**config.mk**
```make
export PLATFORM = sky130hd
export DESIGN_NAME = obstacle_avoid_drive_controller
export DESIGN_NICKNAME = d
export VERILOG_FILES = /design/src/design/odc_pkg.sv /design/src/design/odc_range.sv /design/src/design/obstacle_avoid_drive_controller.sv
export VERILOG_INCLUDE_DIRS = /design/src /design/src/design
export SDC_FILE = /design/constraint.sdc
export NUM_CORES = 1
export LEC_CHECK = 0
export ABC_AREA = 1
export BUFFER_PORTS_ARGS = -buffer_cell sky130_fd_sc_hd__buf_2
export CAP_MARGIN = 20
export CORE_ASPECT_RATIO = 1.5
export CORE_UTILIZATION = 40
export CTS_BUF_LIST = sky130_fd_sc_hd__clkbuf_8
export CTS_CLUSTER_SIZE = 30
export DETAILED_ROUTE_END_ITERATION = 6
export GPL_TIMING_DRIVEN = 1
export SYNTH_ARGS = -nofsm -noshare
export SYNTH_HDL_FRONTEND = slang
export SYNTH_SLANG_ARGS = --single-unit
```
**constraint.sdc**
```tcl
create_clock -name clk_i -period 9.45 [get_ports clk_i]
set_clock_uncertainty 0.05 [all_clocks]
set_input_delay 0.4725 -clock clk_i [delete_from_list [all_inputs] [get_ports clk_i]]
set_output_delay 0.4725 -clock clk_i [all_outputs]
set_load 0.05 [all_outputs]
```
**src/design/obstacle_avoid_drive_controller_assert.svh**
```systemverilog
// Assertion macros used by the drive controller RTL
`ifndef OBSTACLE_AVOID_DRIVE_CONTROLLER_ASSERT_SVH
`define OBSTACLE_AVOID_DRIVE_CONTROLLER_ASSERT_SVH

// same-cycle implication, clocked on clk_i, off during reset
`define ODC_ASSERT_IMP(lbl, ante, cons, msg) \
  lbl: assert property (@(posedge clk_i) disable iff (!rst_ni) (ante) |-> (cons)) \
    else $error(msg);

// next-cycle implication
`define ODC_ASSERT_NXT(lbl, ante, cons, msg) \
  lbl: assert property (@(posedge clk_i) disable iff (!rst_ni) (ante) |=> (cons)) \
    else $error(msg);

`endif

```
**src/design/odc_pkg.sv**
```systemverilog
// Types and constants for the obstacle-avoiding drive controller
`default_nettype none

package odc_pkg;

  localparam int unsigned CAPTURE_BITS_DEF = 16;

  // item kinds on the slave tuser
  typedef enum logic [1:0] {
    OP_SUPPLY = 2'd0,
    OP_CMD    = 2'd1,
    OP_ECHO   = 2'd2,
    OP_NONE   = 2'd3
  } op_e;

  // configuration register indexes
  typedef enum logic [2:0] {
    CFG_VTHR = 3'd0,
    CFG_FULL = 3'd1,
    CFG_SLOW = 3'd2,
    CFG_FAR  = 3'd3,
    CFG_NEAR = 3'd4
  } cfg_e;

  localparam int unsigned CFG_ADDR_BITS = 3;
  localparam int unsigned CFG_DATA_BITS = 12;

  // command bytes (ASCII)
  localparam logic [7:0] CMD_MANUAL = 8'h4D;
  localparam logic [7:0] CMD_AUTO   = 8'h41;
  localparam logic [7:0] CMD_FWD    = 8'h46;
  localparam logic [7:0] CMD_BACK   = 8'h42;
  localparam logic [7:0] CMD_LEFT   = 8'h4C;
  localparam logic [7:0] CMD_RIGHT  = 8'h52;
  localparam logic [7:0] CMD_STOP   = 8'h53;

  // register reset values
  localparam logic [11:0] VTHR_RST = 12'd2482;
  localparam logic [9:0]  FULL_RST = 10'd999;
  localparam logic [9:0]  SLOW_RST = 10'd200;
  localparam logic [10:0] FAR_RST  = 11'd30;
  localparam logic [10:0] NEAR_RST = 11'd10;

  // buzzer compare levels
  localparam logic [9:0] BUZZ_OFF  = 10'd1000;
  localparam logic [9:0] BUZZ_MED  = 10'd500;
  localparam logic [9:0] BUZZ_FULL = 10'd0;

  localparam int unsigned ECHO_DIV  = 58;
  localparam int unsigned DIST_BITS = 11;

endpackage

`default_nettype wire

```
**src/design/odc_range.sv**
```systemverilog
// Echo pulse width to centimetres: reciprocal multiply by 1/58, saturating
`default_nettype none

module odc_range #(
  parameter int unsigned CAPTURE_BITS = odc_pkg::CAPTURE_BITS_DEF
) (
  input  wire logic [CAPTURE_BITS-1:0]          width_i,
  output logic      [odc_pkg::DIST_BITS-1:0]    dist_cm_o
);

  // k = W+6 keeps the reciprocal exact for every W-bit width
  localparam int unsigned SHIFT      = CAPTURE_BITS + 6;
  localparam int unsigned RECIP_BITS = CAPTURE_BITS + 1;
  localparam int unsigned PROD_BITS  = CAPTURE_BITS + RECIP_BITS;
  localparam int unsigned QUOT_BITS  = PROD_BITS - SHIFT;
  localparam longint unsigned RECIP  =
    ((64'd1 << SHIFT) + odc_pkg::ECHO_DIV - 1) / odc_pkg::ECHO_DIV;

  logic [RECIP_BITS-1:0] recip;
  logic [PROD_BITS-1:0]  prod;
  logic [QUOT_BITS-1:0]  quot;

  assign recip = RECIP_BITS'(RECIP);
  assign prod  = PROD_BITS'(width_i) * PROD_BITS'(recip);
  assign quot  = prod[PROD_BITS-1:SHIFT];

  if (QUOT_BITS > odc_pkg::DIST_BITS) begin : g_sat
    assign dist_cm_o = (quot > QUOT_BITS'({odc_pkg::DIST_BITS{1'b1}}))
                     ? {odc_pkg::DIST_BITS{1'b1}}
                     : quot[odc_pkg::DIST_BITS-1:0];
  end else begin : g_nosat
    assign dist_cm_o = odc_pkg::DIST_BITS'(quot);
  end

endmodule

`default_nettype wire

```
**src/design/obstacle_avoid_drive_controller.sv**
```systemverilog
// Two-motor drive controller: supply, command and echo events to drive state
//
// Slave stream carries one event per transfer, its kind in s_axis_tuser:
// supply sample, command byte or echo edge time. Every accepted event gives
// exactly one result on the master stream: motor duties, reverse pins,
// buzzer compare, sensor arm flag, command acknowledge and last distance,
// all showing the state after the event.
// The result is registered: it is valid in the cycle after the transfer.
// It takes one event per cycle while the master side takes results; the work is a single pass through the
// decode, the echo width subtract and one reciprocal multiply into the state
// and result registers.
// s_axis_tready is high while the result register is empty or being taken,
// so a stalled master side holds the result and stops intake after it.
// Reset empties the result register and loads all state and the config
// registers with their defaults (automatic mode, disarmed, motors stopped,
// buzzer medium). Config writes land at once and are meant for idle time.
`default_nettype none

`include "obstacle_avoid_drive_controller_assert.svh"

module obstacle_avoid_drive_controller #(
  parameter int unsigned CAPTURE_BITS = odc_pkg::CAPTURE_BITS_DEF
) (
  input  wire logic                               clk_i,
  input  wire logic                               rst_ni,
  // config write port
  input  wire logic                               cfg_we_i,
  input  wire logic [odc_pkg::CFG_ADDR_BITS-1:0]  cfg_addr_i,
  input  wire logic [odc_pkg::CFG_DATA_BITS-1:0]  cfg_wdata_i,
  // event stream
  input  wire logic                               s_axis_tvalid,
  output logic                                    s_axis_tready,
  // adc_sample[11:0], command_byte[19:12], capture_time[35:20], zero pad
  input  wire logic [39:0]                        s_axis_tdata,
  // opcode[1:0]
  input  wire logic [1:0]                         s_axis_tuser,
  // result stream
  output logic                                    m_axis_tvalid,
  input  wire logic                               m_axis_tready,
  // right_duty[9:0], left_duty[19:10], right_reverse[20], left_reverse[21],
  // buzzer_duty[31:22], sensor_armed[32], ack_sent[33], distance_cm[44:34], pad
  output logic [47:0]                             m_axis_tdata
);

  // config registers
  logic [11:0] vthr_q;
  logic [9:0]  full_q, slow_q;
  logic [10:0] far_q, near_q;

  // controller state
  logic                    manual_q, manual_d;
  logic [11:0]             supply_q, supply_d;
  logic                    armed_q, armed_d;
  logic                    rising_q, rising_d;
  logic [CAPTURE_BITS-1:0] rise_q, rise_d;
  logic [CAPTURE_BITS-1:0] width_q, width_d;
  logic [10:0]             dist_q, dist_d;
  logic [9:0]              rpwm_q, rpwm_d, lpwm_q, lpwm_d;
  logic                    rback_q, rback_d, lback_q, lback_d;
  logic [9:0]              buzz_q, buzz_d;
  logic                    ack_q, ack_d;
  logic                    valid_q;

  logic                    s_fire;
  odc_pkg::op_e            op;
  logic [11:0]             adc;
  logic [7:0]              cmd;
  logic [CAPTURE_BITS-1:0] echo_t;
  logic [CAPTURE_BITS-1:0] width_next;
  logic [10:0]             dist_cm;
  logic                    supply_ok;
  logic                    drive_ok;

  assign s_axis_tready = !valid_q || m_axis_tready;
  assign s_fire        = s_axis_tvalid && s_axis_tready;

  assign op     = odc_pkg::op_e'(s_axis_tuser);
  assign adc    = s_axis_tdata[11:0];
  assign cmd    = s_axis_tdata[19:12];
  assign echo_t = CAPTURE_BITS'(s_axis_tdata[35:20]);

  // equal edge times keep the previous width
  assign width_next = (echo_t != rise_q) ? echo_t - rise_q : width_q;

  odc_range #(
    .CAPTURE_BITS (CAPTURE_BITS)
  ) u_range (
    .width_i   (width_next),
    .dist_cm_o (dist_cm)
  );

  assign supply_ok = supply_q >= vthr_q;
  assign drive_ok  = manual_q && supply_ok;

  always_comb begin
    manual_d = manual_q;
    supply_d = supply_q;
    armed_d  = armed_q;
    rising_d = rising_q;
    rise_d   = rise_q;
    width_d  = width_q;
    dist_d   = dist_q;
    rpwm_d   = rpwm_q;
    lpwm_d   = lpwm_q;
    rback_d  = rback_q;
    lback_d  = lback_q;
    buzz_d   = buzz_q;
    ack_d    = ack_q;
    if (s_fire) begin
      ack_d = 1'b0;
      case (op)
        odc_pkg::OP_SUPPLY: begin
          supply_d = adc;
          if (adc >= vthr_q) begin
            if (!manual_q) begin
              armed_d = 1'b1;
            end
          end else begin
            buzz_d  = odc_pkg::BUZZ_OFF;
            armed_d = 1'b0;
            rpwm_d  = '0;
            lpwm_d  = '0;
            rback_d = 1'b0;
            lback_d = 1'b0;
          end
        end
        odc_pkg::OP_CMD: begin
          ack_d = 1'b1;
          case (cmd)
            odc_pkg::CMD_MANUAL: begin
              if (!manual_q) begin
                manual_d = 1'b1;
                armed_d  = 1'b0;
                rpwm_d   = '0;
                lpwm_d   = '0;
                rback_d  = 1'b0;
                lback_d  = 1'b0;
              end
            end
            odc_pkg::CMD_AUTO: begin
              if (manual_q) begin
                manual_d = 1'b0;
                rpwm_d   = '0;
                lpwm_d   = '0;
                rback_d  = 1'b0;
                lback_d  = 1'b0;
                if (supply_ok) begin
                  armed_d = 1'b1;
                end
              end
            end
            odc_pkg::CMD_FWD: begin
              if (drive_ok) begin
                rpwm_d  = full_q;
                lpwm_d  = full_q;
                rback_d = 1'b0;
                lback_d = 1'b0;
              end
            end
            odc_pkg::CMD_BACK: begin
              if (drive_ok) begin
                rpwm_d  = '0;
                lpwm_d  = '0;
                rback_d = 1'b1;
                lback_d = 1'b1;
              end
            end
            odc_pkg::CMD_LEFT: begin
              if (drive_ok) begin
                rpwm_d  = full_q;
                lpwm_d  = '0;
                rback_d = 1'b0;
                lback_d = 1'b1;
              end
            end
            odc_pkg::CMD_RIGHT: begin
              if (drive_ok) begin
                rpwm_d  = '0;
                lpwm_d  = full_q;
                rback_d = 1'b1;
                lback_d = 1'b0;
              end
            end
            odc_pkg::CMD_STOP: begin
              if (manual_q) begin
                rpwm_d  = '0;
                lpwm_d  = '0;
                rback_d = 1'b0;
                lback_d = 1'b0;
              end
            end
            default: begin
            end
          endcase
        end
        odc_pkg::OP_ECHO: begin
          if (!manual_q && armed_q) begin
            if (!rising_q) begin
              rise_d   = echo_t;
              rising_d = 1'b1;
            end else begin
              width_d  = width_next;
              dist_d   = dist_cm;
              rising_d = 1'b0;
              rback_d  = 1'b0;
              lback_d  = 1'b0;
              rpwm_d   = '0;
              lpwm_d   = '0;
              if (supply_ok) begin
                // far test first even if the bands overlap
                if (dist_cm >= far_q) begin
                  buzz_d = odc_pkg::BUZZ_OFF;
                  rpwm_d = full_q;
                  lpwm_d = full_q;
                end else if (dist_cm >= near_q) begin
                  buzz_d = odc_pkg::BUZZ_MED;
                  rpwm_d = slow_q;
                  lpwm_d = slow_q;
                end else begin
                  buzz_d = odc_pkg::BUZZ_FULL;
                end
              end
            end
          end
        end
        default: begin
        end
      endcase
    end
  end

  always_ff @(posedge clk_i or negedge rst_ni) begin
    if (!rst_ni) begin
      vthr_q <= odc_pkg::VTHR_RST;
      full_q <= odc_pkg::FULL_RST;
      slow_q <= odc_pkg::SLOW_RST;
      far_q  <= odc_pkg::FAR_RST;
      near_q <= odc_pkg::NEAR_RST;
    end else if (cfg_we_i) begin
      case (odc_pkg::cfg_e'(cfg_addr_i))
        odc_pkg::CFG_VTHR: vthr_q <= cfg_wdata_i;
        odc_pkg::CFG_FULL: full_q <= cfg_wdata_i[9:0];
        odc_pkg::CFG_SLOW: slow_q <= cfg_wdata_i[9:0];
        odc_pkg::CFG_FAR:  far_q  <= cfg_wdata_i[10:0];
        odc_pkg::CFG_NEAR: near_q <= cfg_wdata_i[10:0];
        default: begin
        end
      endcase
    end
  end

  always_ff @(posedge clk_i or negedge rst_ni) begin
    if (!rst_ni) begin
      manual_q <= 1'b0;
      supply_q <= '0;
      armed_q  <= 1'b0;
      rising_q <= 1'b0;
      rise_q   <= '0;
      width_q  <= '0;
      dist_q   <= '0;
      rpwm_q   <= '0;
      lpwm_q   <= '0;
      rback_q  <= 1'b0;
      lback_q  <= 1'b0;
      buzz_q   <= odc_pkg::BUZZ_MED;
      ack_q    <= 1'b0;
      valid_q  <= 1'b0;
    end else begin
      manual_q <= manual_d;
      supply_q <= supply_d;
      armed_q  <= armed_d;
      rising_q <= rising_d;
      rise_q   <= rise_d;
      width_q  <= width_d;
      dist_q   <= dist_d;
      rpwm_q   <= rpwm_d;
      lpwm_q   <= lpwm_d;
      rback_q  <= rback_d;
      lback_q  <= lback_d;
      buzz_q   <= buzz_d;
      ack_q    <= ack_d;
      if (s_fire) begin
        valid_q <= 1'b1;
      end else if (m_axis_tready) begin
        valid_q <= 1'b0;
      end
    end
  end

  // state registers double as the result register: they only move on a transfer, which needs the
  // result register empty or the previous result taken in the same cycle
  assign m_axis_tvalid = valid_q;
  assign m_axis_tdata  = {3'b000, dist_q, ack_q, armed_q, buzz_q,
                          lback_q, rback_q, lpwm_q, rpwm_q};

  `ODC_ASSERT_IMP(a_manual_disarmed, manual_q, !armed_q, "armed in manual mode")
  `ODC_ASSERT_IMP(a_rev_right, rback_q, rpwm_q == '0, "right reverse with forward duty")
  `ODC_ASSERT_IMP(a_rev_left, lback_q, lpwm_q == '0, "left reverse with forward duty")
  `ODC_ASSERT_IMP(a_stall_blocks, valid_q && !m_axis_tready, !s_axis_tready, "intake while stalled")
  `ODC_ASSERT_NXT(a_ack_cmd, s_fire, ack_q == ($past(s_axis_tuser) == odc_pkg::OP_CMD), "ack mismatch")
  `ODC_ASSERT_NXT(a_low_supply, s_fire && op == odc_pkg::OP_SUPPLY && adc < vthr_q, !armed_q && rpwm_q == '0 && lpwm_q == '0, "low supply not handled")

endmodule

`default_nettype wire

```
==> results.json, run 1 <==
{
  "portBuffers": 102,
  "cts_tree": "done",
  "drtAntennaViolNets": 0,
  "largest_cells_by_area_after_synthesis": "sky130_fd_sc_hd__dfrtp_1 21%, sky130_fd_sc_hd__ha_1 17%, sky130_fd_sc_hd__nand2_1 14%",
  "finalWirelength_um": 33800,
  "layout_worst_path_cycle_share_pct": 91.9,
  "share_of_the_yosys_chip_area_belonging_to_registers_pct": 25.8,
  "synthArstFlopShare_pct": 100,
  "maxCapViolCount": 0,
  "total_via_count_in_the_routed_design": 11300,
  "report.final.slew_viol_count": 0,
  "timing.critical_path.fanout_max": 10,
  "fill_cells": 3474,
  "gr-total-overflow": 0,
  "chipHeight_um": 228,
  "gr_util_met3_pct": 3.17,
  "yosysTopAreaCellShare_pct": 20.9,
  "cts-buffers-inserted": 17,
  "dpl_cell_area_um2": 14500,
  "mappedNetlistArea_um2": 13600,
  "grt_pass1_wl_um": 56700,
  "flow.area_growth_from_synthesis_pct": 9.37,
  "initial_core_util_pct": 40.7,
  "post_drt_via_cell_ratio": 4.85,
  "drt_pre_antenna_iters": 7,
  "n_antenna_cell": 0,
  "cpMaxStageDelayCell": "sky130_fd_sc_hd__fa_1",
  "met1_usage_pct": 21.6,
  "first_global_vias": 11700,
  "antenna_violations_before_repair": 0,
  "worstMarginPinSlew_ns": 1.01,
  "finalSetupViolCount": 0,
  "die_area_um2": 34800,
  "synth.ff_latch_count": 139,
  "timing.critical_path.mode_cell": "sky130_fd_sc_hd__nand2_1",
  "critPathMaxStageDelay_ns": 0.59,
  "number_of_nets_in_the_finished_design": 2227,
  "mean_instance_size_in_the_synthesized_netlist_um2": 7.50,
  "maxSlewHeadroom_pct": 32.6,
  "crit_path_start_kind": "register",
  "cts.htree.levels": 4,
  "synthCells": 1816,
  "totalNegativeSetupSlack_ns": 0,
  "status": "complete, no violations",
  "ctsResizeCount": 0,
  "final_cell_area_um2": 14900,
  "critical_path_arrival_ns": 9.07,
  "cp_data_required_time_ns": 9.83,
  "place.detailed.hpwl_um": 28600,
  "hold_class": "input port to register",
  "hold_violations": 0,
  "max_freq_mhz": 115,
  "design.portCount": 112,
  "first_iter_violations": 428,
  "globalRouteMet2Util_pct": 40.5,
  "rsz_0062_raised_after_global_routing": "false",
  "cts_sinks": 139,
  "drc": 0,
  "finalCriticalPeriod_ns": 8.69,
  "synthesis.yosys.warnings": 0,
  "synth.cells.most_frequent": "501 x sky130_fd_sc_hd__nand2_1, 365 x sky130_fd_sc_hd__inv_1, 180 x sky130_fd_sc_hd__ha_1",
  "synth_ff_type": "sky130_fd_sc_hd__dfrtp_1",
  "worst_skew_pair.late_latency_ns": 0.50,
  "critical_path.endpoint_type": "register",
  "yosys.area.top_type": "sky130_fd_sc_hd__dfrtp_1",
  "globalRouteTotalUtil_pct": 20.6,
  "core_region_area_um2": 33400,
  "criticalPathCategory": "register to register",
  "routabilityCongestion": 0.918,
  "clock_pin_slew_on_the_worst_setup_and_hold_paths_ns": 0.08,
  "pin_count_of_the_biggest_net_entering_global_routing": 79,
  "cell_with_the_most_instances_after_synthesis": "sky130_fd_sc_hd__nand2_1",
  "routed_wire_length_per_instance_um": 14.4,
  "synth-edff-count": 0,
  "clockBufferDepth": 2,
  "die_width_um": 153,
  "post_route_cells_drive_above_1_share_pct": 11.3,
  "rows": 82,
  "global_route.peak_usage_layer": "met2",
  "yosysUniqueCellTypes": 46,
  "clk_root_buffer_cell": "sky130_fd_sc_hd__clkbuf_8"
}
layout make-up:
| type | count | area (um^2) | area share (%) |
|---|---|---|---|
| clock inverter | 14 | 120 | 0.806 |
| clock buffer | 18 | 248 | 1.66 |
| multi-input combinational | 1264 | 8470 | 56.9 |
| tap | 420 | 526 | 3.53 |
| inverter | 372 | 1400 | 9.37 |
| timing repair buffer | 112 | 622 | 4.17 |
| sequential | 139 | 3510 | 23.6 |
worst max-delay path, delay by kind of cell, from the launching register on:
family / cells / cell delay (ns)
buffers and inverters: 8 / 0.66
and+or+nand+nor: 24 / 3.46
adders and majority gates: 9 / 4.08
DFF: 1 / 0.34
final timing paths:
check	from	endpoint	slack, ns	depth (start not counted)
setup / recovery	rise_q[11]	rpwm_q[2]	0.76	41
hold / removal	s_axis_tdata[22]	rise_q[2]	0.16	3
setup reg to reg	rise_q[11]	rpwm_q[2]	0.76	41
hold reg to reg	lback_q	lback_q	0.42	2
max in group asynchronous	rst_ni	vthr_q[11]	7.85	4
min in group asynchronous	rst_ni	rback_q	0.47	2
cell families (layout without fill, tap and decap cells):
| kind of cell | count (synthesis) | in the layout | synth area share [%] |
|---|---|---|---|
| fa+ha+maj | 259 | 259 | 28.1 |
| xor+xnor | 11 | 11 | 0.763 |
| buf+inv | 417 | 516 | 12.1 |
| compound gates | 210 | 210 | 8.31 |
| other cells | 1 | 5 | 0.0275 |
| flops | 139 | 139 | 25.8 |
| simple gates | 767 | 767 | 23.8 |
| mux | 12 | 12 | 0.992 |
flip-flops by register name, summed over array words and instances, names as in the netlist, 11 cells and up:
signal	cells
vthr_q	12
dist_q	11
supply_q	12
rise_q	16
width_q	16
near_q	11
far_q	11
per-layer routing:
| metal | wire (um) | share of wire (%) |
|---|---|---|
| met1 | 13100 | 39 |
| met2 | 18800 | 56 |
| met3 | 855 | 2.5 |
| met4 | 1060 | 3.1 |
| met5 | 0 | 0 |
placed cells by master, fill, tap and decap left out, drive strengths merged, types with 6 or more instances in the layout:
cell type	count
dfrtp	114
clkbuf	18
nand2	511
a21oi	62
o21ai	119
nand3	100
nor3	17
mux2	12
buf	111
and2	9
a21o	7
nand3b	7
nor2	98
a31oi	7
nand4	16
xor2	9
dfstp	25
fa	79
inv	377
clkinv	6
o21bai	7
ha	180
timing repair:
action                    4_1_cts  5_1_grt
hold endpoints to repair       59        0
setup buffers                   0        0
hold buffers                    1        0
through the flow:
| stage | hold slack [ns] | utilization [%] | cells | setup WS [ns] |
|---|---|---|---|---|
| floorplan | 0.127 | - | 1820 | 1.66 |
| CTS | 0.126 | 44.4 | 2337 | 0.683 |
| global route | 0.148 | 44.5 | 2339 | 0.0812 |
| finish | 0.156 | 44.5 | 2339 | 0.763 |
| detailed placement | 0.408 | 43.3 | 2304 | 0.495 |
| global placement | 0.406 | 43.3 | 2304 | 0.570 |
Power of run 1 is not shown: default switching activity piles up to over one toggle a cycle in this logic, so the estimate is an artifact.
==> run 2, diff against run 1 <==
==> constraint.sdc (replaced) <==
create_clock -name clk_i -period 9.4 [get_ports clk_i]
set_clock_uncertainty 0.05 [all_clocks]
set_input_delay 0.47 -clock clk_i [delete_from_list [all_inputs] [get_ports clk_i]]
set_output_delay 0.47 -clock clk_i [all_outputs]
set_load 0.05 [all_outputs]
==> run 2 against run 1 <==
  * Final cell count stayed put
  * Global-route usage is 0.21 points lower
  * Die area stayed put
==> results.json, run 2 (synthesis results as in run 1) <==
{
  "layout_worst_path_cycle_share_pct": 92.3,
  "clockBufferDepth": 2,
  "design.portCount": 112,
  "pin_count_of_the_biggest_net_entering_global_routing": 79,
  "grt_pass1_wl_um": 56500,
  "cpMaxStageDelayCell": "sky130_fd_sc_hd__fa_1",
  "place.detailed.hpwl_um": 28100,
  "critical_path.endpoint_type": "register",
  "clock_pin_slew_on_the_worst_setup_and_hold_paths_ns": 0.09,
  "rows": 82,
  "cts.htree.levels": 4,
  "first_iter_violations": 441,
  "drt_pre_antenna_iters": 7,
  "antenna_violations_before_repair": 0,
  "die_area_um2": 34800,
  "routabilityCongestion": 0.877,
  "n_antenna_cell": 0,
  "wl_met1_um": 13000,
  "gr-total-overflow": 0,
  "globalRouteTotalUtil_pct": 20.4,
  "top_regs": "rise_q x16, width_q x16",
  "total_via_count_in_the_routed_design": 11400,
  "highest_metal_layer_with_signal_wires": "met4",
  "drc": 0,
  "mostFrequentLayoutCell": "sky130_fd_sc_hd__nand2_1",
  "core_region_area_um2": 33400,
  "route.met3.wl_um": 898,
  "post_drt_via_cell_ratio": 4.87,
  "critPathMaxStageDelay_ns": 0.59,
  "dpl_cell_area_um2": 14500,
  "cp_data_required_time_ns": 9.75,
  "post-cts-setup-buffer-count": 0,
  "worst_path_buf_inv": 9,
  "finalSetupViolCount": 0,
  "fill_cells": 3452,
  "clk_root_buffer_cell": "sky130_fd_sc_hd__clkbuf_8",
  "timing.critical_path.mode_cell": "sky130_fd_sc_hd__inv_1",
  "finalWirelength_um": 33200,
  "criticalPathCategory": "register to register",
  "first_global_vias": 11600,
  "preCtsSetupSlack_ns": 0.504,
  "worst_skew_pair.late_latency_ns": 0.47,
  "worst_path_dominant_cell_family": "adder cells",
  "totalNegativeSetupSlack_ns": 0,
  "cts_sinks": 139,
  "crit_path_start_kind": "register",
  "worstMarginPinSlew_ns": 0.965,
  "number_of_nets_in_the_finished_design": 2227,
  "maxSlewHeadroom_pct": 35.7,
  "final_cell_area_um2": 15000,
  "timing.critical_path.fanout_max": 12,
  "initial_core_util_pct": 40.7,
  "max_freq_mhz": 115,
  "maxCapViolCount": 0,
  "finalWorstSetupSlack_ns": 0.722,
  "cts_tree": "done",
  "drtAntennaViolNets": 0,
  "chipHeight_um": 228,
  "report.final.slew_viol_count": 0,
  "hold_class": "input port to register",
  "portBuffers": 102,
  "hold_violations": 0,
  "die_width_um": 153,
  "status": "complete, no violations",
  "critical_path_arrival_ns": 9.03,
  "flow.area_growth_from_synthesis_pct": 10.0,
  "cts-buffers-inserted": 17,
  "dr_wl_met2_um": 18200,
  "routed_wire_length_per_instance_um": 14.2,
  "finalCriticalPeriod_ns": 8.68,
  "post_route_cells_drive_above_1_share_pct": 11.5,
  "mostFrequentLayoutCells": "500 x sky130_fd_sc_hd__nand2_1, 366 x sky130_fd_sc_hd__inv_1, 180 x sky130_fd_sc_hd__ha_1, 114 x sky130_fd_sc_hd__dfrtp_1, 108 x sky130_fd_sc_hd__o21ai_0"
}
==> run 2: layer usage <==
metal | track usage [%] | vias to the layer above
met5 | 0 | -
met4 | 7.92 | 0
met3 | 2.89 | 44
met2 | 39.8 | 160
met1 | 21.8 | 5338
li1 | - | 5845
==> run 2: timing repair <==
| action | 4_1_cts | 5_1_grt |
|---|---|---|
| gates resized for setup | 0 | 3 |
| endpoints found under the hold margin | 59 | 0 |
| setup endpoints to repair | 0 | 7 |
| hold buffers | 1 | 0 |
==> run 2: per-stage QoR <==
| stage | instances | hold slack [ns] | utilization [%] |
|---|---|---|---|
| after detailed placement | 2304 | 0.412 | 43.3 |
| after global routing | 2339 | 0.171 | 44.8 |
| after floorplan | 1820 | 0.124 | - |
| after global placement | 2304 | 0.406 | 43.3 |
| after CTS | 2337 | 0.148 | 44.6 |
| final | 2339 | 0.179 | 44.8 |
==> run 2: final cells by class <==
class	count	area, um^2	area share (%)
clock buffer	17	234	1.56
clock inverter	15	209	1.39
inverter	372	1400	9.35
multi-input combinational	1264	8480	56.6
sequential	139	3510	23.4
tap	420	526	3.51
timing repair buffer	112	622	4.15
==> run 2: worst reg2reg max path: cells and delay by family (launching register included) <==
kind	cells	cell delay [ns]
flops	1	0.33
buf+inv	9	0.69
compound gates	6	1.08
fa+ha+maj	9	4.11
simple gates	16	2.34
==> run 2: worst paths after layout <==
path	from	to	slack [ns]	cells past startpoint
setup / recovery	rise_q[10]	rpwm_q[3]	0.72	40
hold / removal	s_axis_tdata[30]	rise_q[10]	0.18	3
setup reg to reg	rise_q[10]	rpwm_q[3]	0.72	40
hold reg to reg	lback_q	lback_q	0.42	2
max in group asynchronous	rst_ni	supply_q[5]	7.41	3
min in group asynchronous	rst_ni	lback_q	0.49	2
Power of run 2 is left out for the same reason.
